===== config.mk =====
export PLATFORM = sky130hd
export DESIGN_NAME = jkms_ram
export DESIGN_NICKNAME = d
export VERILOG_FILES = /design/src/rtl/jkms_ram.sv
export SDC_FILE = /design/constraint.sdc
export NUM_CORES = 1
export LEC_CHECK = 0
export BUFFER_PORTS_ARGS = -buffer_cell sky130_fd_sc_hd__buf_2
export CAP_MARGIN = 40
export CORE_ASPECT_RATIO = 0.75
export CORE_UTILIZATION = 60
export DETAILED_ROUTE_END_ITERATION = 6
export MAX_ROUTING_LAYER = met4
export PLACE_DENSITY_LB_ADDON = 0.08
export SETUP_SLACK_MARGIN = 0.1
export SLEW_MARGIN = 20
export SYNTH_ARGS = -nofsm -noshare
export SYNTH_HDL_FRONTEND = slang
export SYNTH_SLANG_ARGS = --single-unit

===== constraint.sdc =====
create_clock -name clk -period 2.4 [get_ports clk]
set_input_delay 0.36 -clock clk [delete_from_list [all_inputs] [get_ports clk]]
set_output_delay 0.36 -clock clk [all_outputs]
set_load 0.05 [all_outputs]

===== src/rtl/jkms_ram.sv =====
// Generic simple dual-port RAM: one write port, one registered read port.
module jkms_ram #(
  parameter int WIDTH = 8,
  parameter int DEPTH = 16
) (
  input  logic                     clk,
  input  logic                     we,
  input  logic [$clog2(DEPTH)-1:0] waddr,
  input  logic [WIDTH-1:0]         wdata,
  input  logic                     re,
  input  logic [$clog2(DEPTH)-1:0] raddr,
  output logic [WIDTH-1:0]         rdata
);

  logic [WIDTH-1:0] mem [DEPTH];

  always_ff @(posedge clk) begin
    if (we) begin
      mem[waddr] <= wdata;
    end
    if (re) begin
      rdata <= mem[raddr];
    end
  end

endmodule

==> run summary, run 1 <==
Outcome - finished clean
CTS root buffer - clkbuf_16
Headroom to the max-slew limit - 55.2%
Largest delay share family, worst path - multiplexers
Setup TNS - 0 ns
Syn nets - 248
Crit path arrival time - 1.80 ns
TritonCTS buffer count - 17
Resized cells post-CTS - 0
Worst setup EP type - flop
DRT antenna net count - 0
Critical-path cell list - buf_2, buf_4, mux4_1, a22oi_1, nand2_1
# IOs - 27
Max-cap violations - 0
Post-DP HPWL - 6.17 mm
Clock Latency Late Sink - 0.41 ns
CP startpoint kind - primary input
Post-CTS Setup Inserts - 0
Diode count - 0
Seq/Total Area, Yosys - 78.1%
Hold Buf Count CTS - 0
Routed wire length - 9.29 mm
Mean Syn Cell Area - 22.8 µm²
Post-Syn Area - 5230 µm²
Die height - 82.8 µm
Core Region - 8450 µm²
Max stage delay on crit path - 0.57 ns
Initial Util - 61.8%
Pin count of the biggest net entering global routing - 20
Fin nets - 304
Final Skew - 0.00957 ns
Clk sinks - 136
Dominant cells by area after synthesis - edfxtp_1, mux4_2, mux4_1
Area growth, synth to finish - 16.7%
Largest area contributor in the netlist - edfxtp_1
F_max - 0.606 GHz
Commonest cells after routing, fill and taps aside - edfxtp_1, buf_2, buf_4
DR DRC count - 0
Die width - 110 µm
RSZ-0062 raised after global routing - false
Total power draw - 5.24 mW
Depth of the CTS H-tree - 4
Clock buffer depth - 2
TritonCTS clock tree - built
Placer Congestion - 0.734
Crit share post-route - 68.8%
Yosys reg bits - 136
Worst Hold Class - primary input to flop
Critical Path Fanout Max - 8
Period minus WS final - 1.65 ns
Crit path required time - 2.55 ns
Reg clk slew, reported paths - 0.05 ns
Slowest cell on the critical path - mux4_1
Pwr dens - 859 nW/µm²
Leakage - 2.07 nW
Synth top area share - 78.1%
R2R setup slack - 0.89 ns
PortBufs - 26
Worst path buffer plus inverter count - 2
Ratio of cells with drive above 1 in the final layout - 29.9%
Wirelength per Cell - 22.9 µm
Final number of setup-violating endpoints - 0
Vias in the first global route - 2444
GRT Overall Usage - 24.7%
Worst-margin pin slew - 0.670 ns
Yosys Warn Count - 0
Peak VDD IR - 1.07 mV
DR vias - 2440
Critical path type - primary input to flop
Netlist cell types - 18
Final hold violation count - 0
Commonest non-fill, non-tap cell in the layout - edfxtp_1
Vias per cell - 6.01
Initial DRC Count - 230
Congestion Overflow GR - 0
First-pass GRT wire length - 14.3 mm
TritonRoute pass-1 iters - 5
Die area - 9090 µm²
Initial antenna violation count - 0
Final Slew Violations - 0
Cell count after synthesis - 229
Cell Rows - 29
-- final timing paths --
path / to / startpoint / depth (start not counted)
worst max-delay path: rdata[0] / raddr[0] / 5
worst min-delay path: rdata[2] / re / 1
worst max register to register: rdata[0] / mem[2][0] / 3
worst min register to register: rdata[7] / mem[14][7] / 3
-- cells in the mapped netlist --
| library cell | count |
|---|---|
| buf_4 | 1 |
| and2b_1 | 1 |
| nand3b_1 | 2 |
| or3b_2 | 1 |
| nand2_1 | 9 |
| clkdlybuf4s25_2 | 3 |
| edfxtp_1 | 136 |
| nor3_1 | 4 |
| and2_1 | 1 |
| nand2b_1 | 2 |
| a22oi_1 | 16 |
| nor2b_1 | 1 |
| mux4_1 | 14 |
| mux4_2 | 18 |
| nor2_1 | 13 |
| nand3_1 | 1 |
| buf_6 | 3 |
| buf_2 | 3 |
-- per-stage QoR --
stage / util (%) / cell area (µm²) / worst slack, ns / hold WS, ns / cells
after floorplan: - / 5230 / 0.547 / 0.459 / 229
after global placement: 66.0 / 5580 / 0.316 / 0.727 / 374
after detailed placement: 66.0 / 5580 / 0.308 / 0.731 / 374
after CTS: 72.1 / 6100 / 0.756 / 0.293 / 406
after global routing: 72.1 / 6100 / 0.676 / 0.299 / 406
final: 72.1 / 6100 / 0.750 / 0.309 / 406
-- power breakdown --
group | switching (mW) | internal [mW]
sequential | 0.0152 | 2.68
clock | 0.871 | 1.40
combinational | 0.172 | 0.104
total | 1.06 | 4.18
-- sequential cells by signal (all words and copies together), names as in the netlist --
name / flops
mem: 128
rdata: 8
-- per-layer routing --
metal  global-route usage [%]  routed length [µm]  vias up
met5                        -                   0        -
met4                     10.3                 104        0
met3                     8.01                 705        8
met2                     31.4                4310       91
met1                     37.1                4160     1240
li1                         -                   -     1101
-- layout make-up --
class | instances | area, µm²
clock inverter | 11 | 82.6
multi-input combinational | 83 | 1060
sequential | 136 | 4080
timing repair buffer | 47 | 300
fill | 505 | 2350
tap | 108 | 135
clock buffer | 21 | 440
-- cells by family after synthesis --
kind of cell,synth area share [%]
DFF,78.1
buffers and inverters,1.65
muxes,14.8
AOI/OAI and AO/OA,2.30
and+or+nand+nor,3.14
(Power assumes the default switching activity.)
==> run 2: changes to the inputs <==
Clock period 2.4 ns to 1.7 ns, I/O delays scaled along.
==> run summary, run 2 (synthesis results as in run 1) <==
Initial antenna violation count - 1 (was 0)
Post-route cell area - 6250 µm² (was 6100 µm²)
Crit Reg-Reg Startpoint - mem[1][0] (was mem[2][0])
RSZ-0062 raised after global routing - false (unchanged)
TritonCTS buffer count - 17 (unchanged)
Met2 Use GR - 34.9% (was 31.4%)
Leakage - 2.14 nW (was 2.07 nW)
Reg clk slew, reported paths - 0.06 ns (was 0.05 ns)
Final Slew Violations - 0 (unchanged)
DRT antenna net count - 0 (unchanged)
Hold Buf Count CTS - 0 (unchanged)
GRT met1 Usage - 36.3% (was 37.1%)
Cell depth of the worst flop-to-flop path - 3 (unchanged)
Crit path arrival time - 1.65 ns (was 1.80 ns)
Initial Util - 61.8% (unchanged)
FF-to-FF End - rdata[0] (unchanged)
# IOs - 27 (unchanged)
First-pass GRT wire length - 14.9 mm (was 14.3 mm)
Vias per cell - 6.07 (was 6.01)
CP startpoint kind - flop (was primary input)
Clock Latency Late Sink - 0.41 ns (about the same)
Pin count of the biggest net entering global routing - 19 (was 20)
Congestion Overflow GR - 0 (unchanged)
Worst Hold Class - primary input to flop (unchanged)
Final number of setup-violating endpoints - 0 (unchanged)
Post-DP HPWL - 6.11 mm (was 6.17 mm)
CTS root buffer - clkbuf_16 (unchanged)
PortBufs - 26 (unchanged)
Initial DRC Count - 241 (was 230)
Crit path required time - 1.86 ns (was 2.55 ns)
F_max - 0.671 GHz
Critical Path Fanout Max - 1 (was 8)
Die width - 110 µm (unchanged)
Routed wire length - 9.76 mm (was 9.29 mm)
Die height - 82.8 µm (unchanged)
Commonest cells after routing, fill and taps aside - edfxtp_1, buf_2, buf_4 (unchanged)
Peak VDD IR - 1.16 mV (was 1.07 mV)
Final WS setup - 0.210 ns (was 0.750 ns)
Cell Rows - 29 (unchanged)
Post-CTS Setup Inserts - 0 (unchanged)
Die area - 9090 µm² (unchanged)
R2R setup slack - 0.21 ns (was 0.89 ns)
Clk sinks - 136 (unchanged)
CP Depth - 3 (was 5)
GRT Overall Usage - 25.4% (was 24.7%)
Critical Path Start - mem[1][0] (was raddr[0])
Vias in the first global route - 2543 (was 2444)
Resized cells post-CTS - 0 (unchanged)
Depth of the CTS H-tree - 4 (unchanged)
Fin nets - 306 (was 304)
Critical-path cell list - mux4_1, a22oi_1, nand2_1 (was buf_2, buf_4, mux4_1, a22oi_1, nand2_1)
Max stage delay on crit path - 0.51 ns (was 0.57 ns)
GR peak layer - met1 (unchanged)
Worst path buffer plus inverter count - 0 (was 2)
DR vias - 2482 (was 2440)
Met3 Track Usage GR - 8.79% (was 8.01%)
DR DRC count - 0 (unchanged)
Commonest non-fill, non-tap cell in the layout - edfxtp_1 (unchanged)
Period minus WS final - 1.49 ns
Clock buffer depth - 2 (unchanged)
Max reg flops - 128 (unchanged)
TritonCTS clock tree - built (unchanged)
Worst setup EP type - flop (unchanged)
Ratio of cells with drive above 1 in the final layout - 32.3% (was 29.9%)
Dpl cell area - 5630 µm² (was 5580 µm²)
Place WS - -0.126 ns (was 0.308 ns)
Area growth, synth to finish - 19.5% (was 16.7%)
Core Region - 8450 µm² (unchanged)
Pwr dens - 1270 nW/µm² (was 859 nW/µm²)
Headroom to the max-slew limit - 55.8% (was 55.2%)
Slowest cell on the critical path - mux4_1 (unchanged)
Wirelength per Cell - 23.9 µm (was 22.9 µm)
Fillers - 498 (was 505)
Outcome - finished clean (unchanged)
TritonRoute pass-1 iters - 4 (was 5)
Largest delay share family, worst path - multiplexers (unchanged)
Crit share post-route - 87.6%
Final hold violation count - 0 (unchanged)
Final Skew - 0.00896 ns (was 0.00957 ns)
Worst-margin pin slew - 0.662 ns (was 0.670 ns)
Regs by FF count - mem: 128 flops, rdata: 8 flops (unchanged)
Critical path type - flop to flop (was primary input to flop)
Critical Path End - rdata[0] (unchanged)
Placer Congestion - 0.748 (was 0.734)
Biggest register - mem (unchanged)
Max-cap violations - 0 (unchanged)
[run 2: metrics by stage]
stage	total power [mW]	std cells	hold WS (ns)	utilization, %	TNS (ns)
after floorplan	4.11	229	0.354	-	0
after global placement	4.27	376	0.628	66.6	-0.210
after detailed placement	4.28	376	0.634	66.6	-0.276
after CTS	8.02	408	0.208	73.9	0
after global routing	8.18	409	0.207	73.9	0
final	7.96	409	0.221	73.9	0
[run 2: area by class of cell]
| cell class | count | area (µm²) | area share (%) |
|---|---|---|---|
| diodes | 1 | 2.50 | 0.0400 |
| repair buffers | 49 | 353 | 5.65 |
| flip-flops and latches | 136 | 4080 | 65.4 |
| clock buffers | 19 | 433 | 6.93 |
| multi-input cells | 83 | 1060 | 17.0 |
| clock inverters | 13 | 179 | 2.86 |
| well taps | 108 | 135 | 2.16 |
[run 2: report_power, final]
part	internal, mW	leakage, nW	switching [mW]
combinational	0.160	0.613	0.248
clock	2.44	0.292	1.31
sequential	3.78	1.24	0.0216
total	6.38	2.14	1.58
[run 2: how the worst min path moves through the flow]
stage               startpoint  cells past startpoint         to  slack (ns)
floorplan             wdata[0]                      0  mem[0][0]        0.35
global placement            re                      1   rdata[2]        0.63
detailed placement          re                      1   rdata[4]        0.63
CTS                         re                      1   rdata[5]        0.21
global route                re                      1   rdata[4]        0.21
finish                      re                      1   rdata[7]        0.22
[run 2: layer usage]
| layer | wire, µm | vias to the layer above |
|---|---|---|
| met5 | 0 | - |
| li1 | - | 1105 |
| met2 | 4530 | 112 |
| met4 | 82 | 0 |
| met1 | 4240 | 1255 |
| met3 | 913 | 10 |
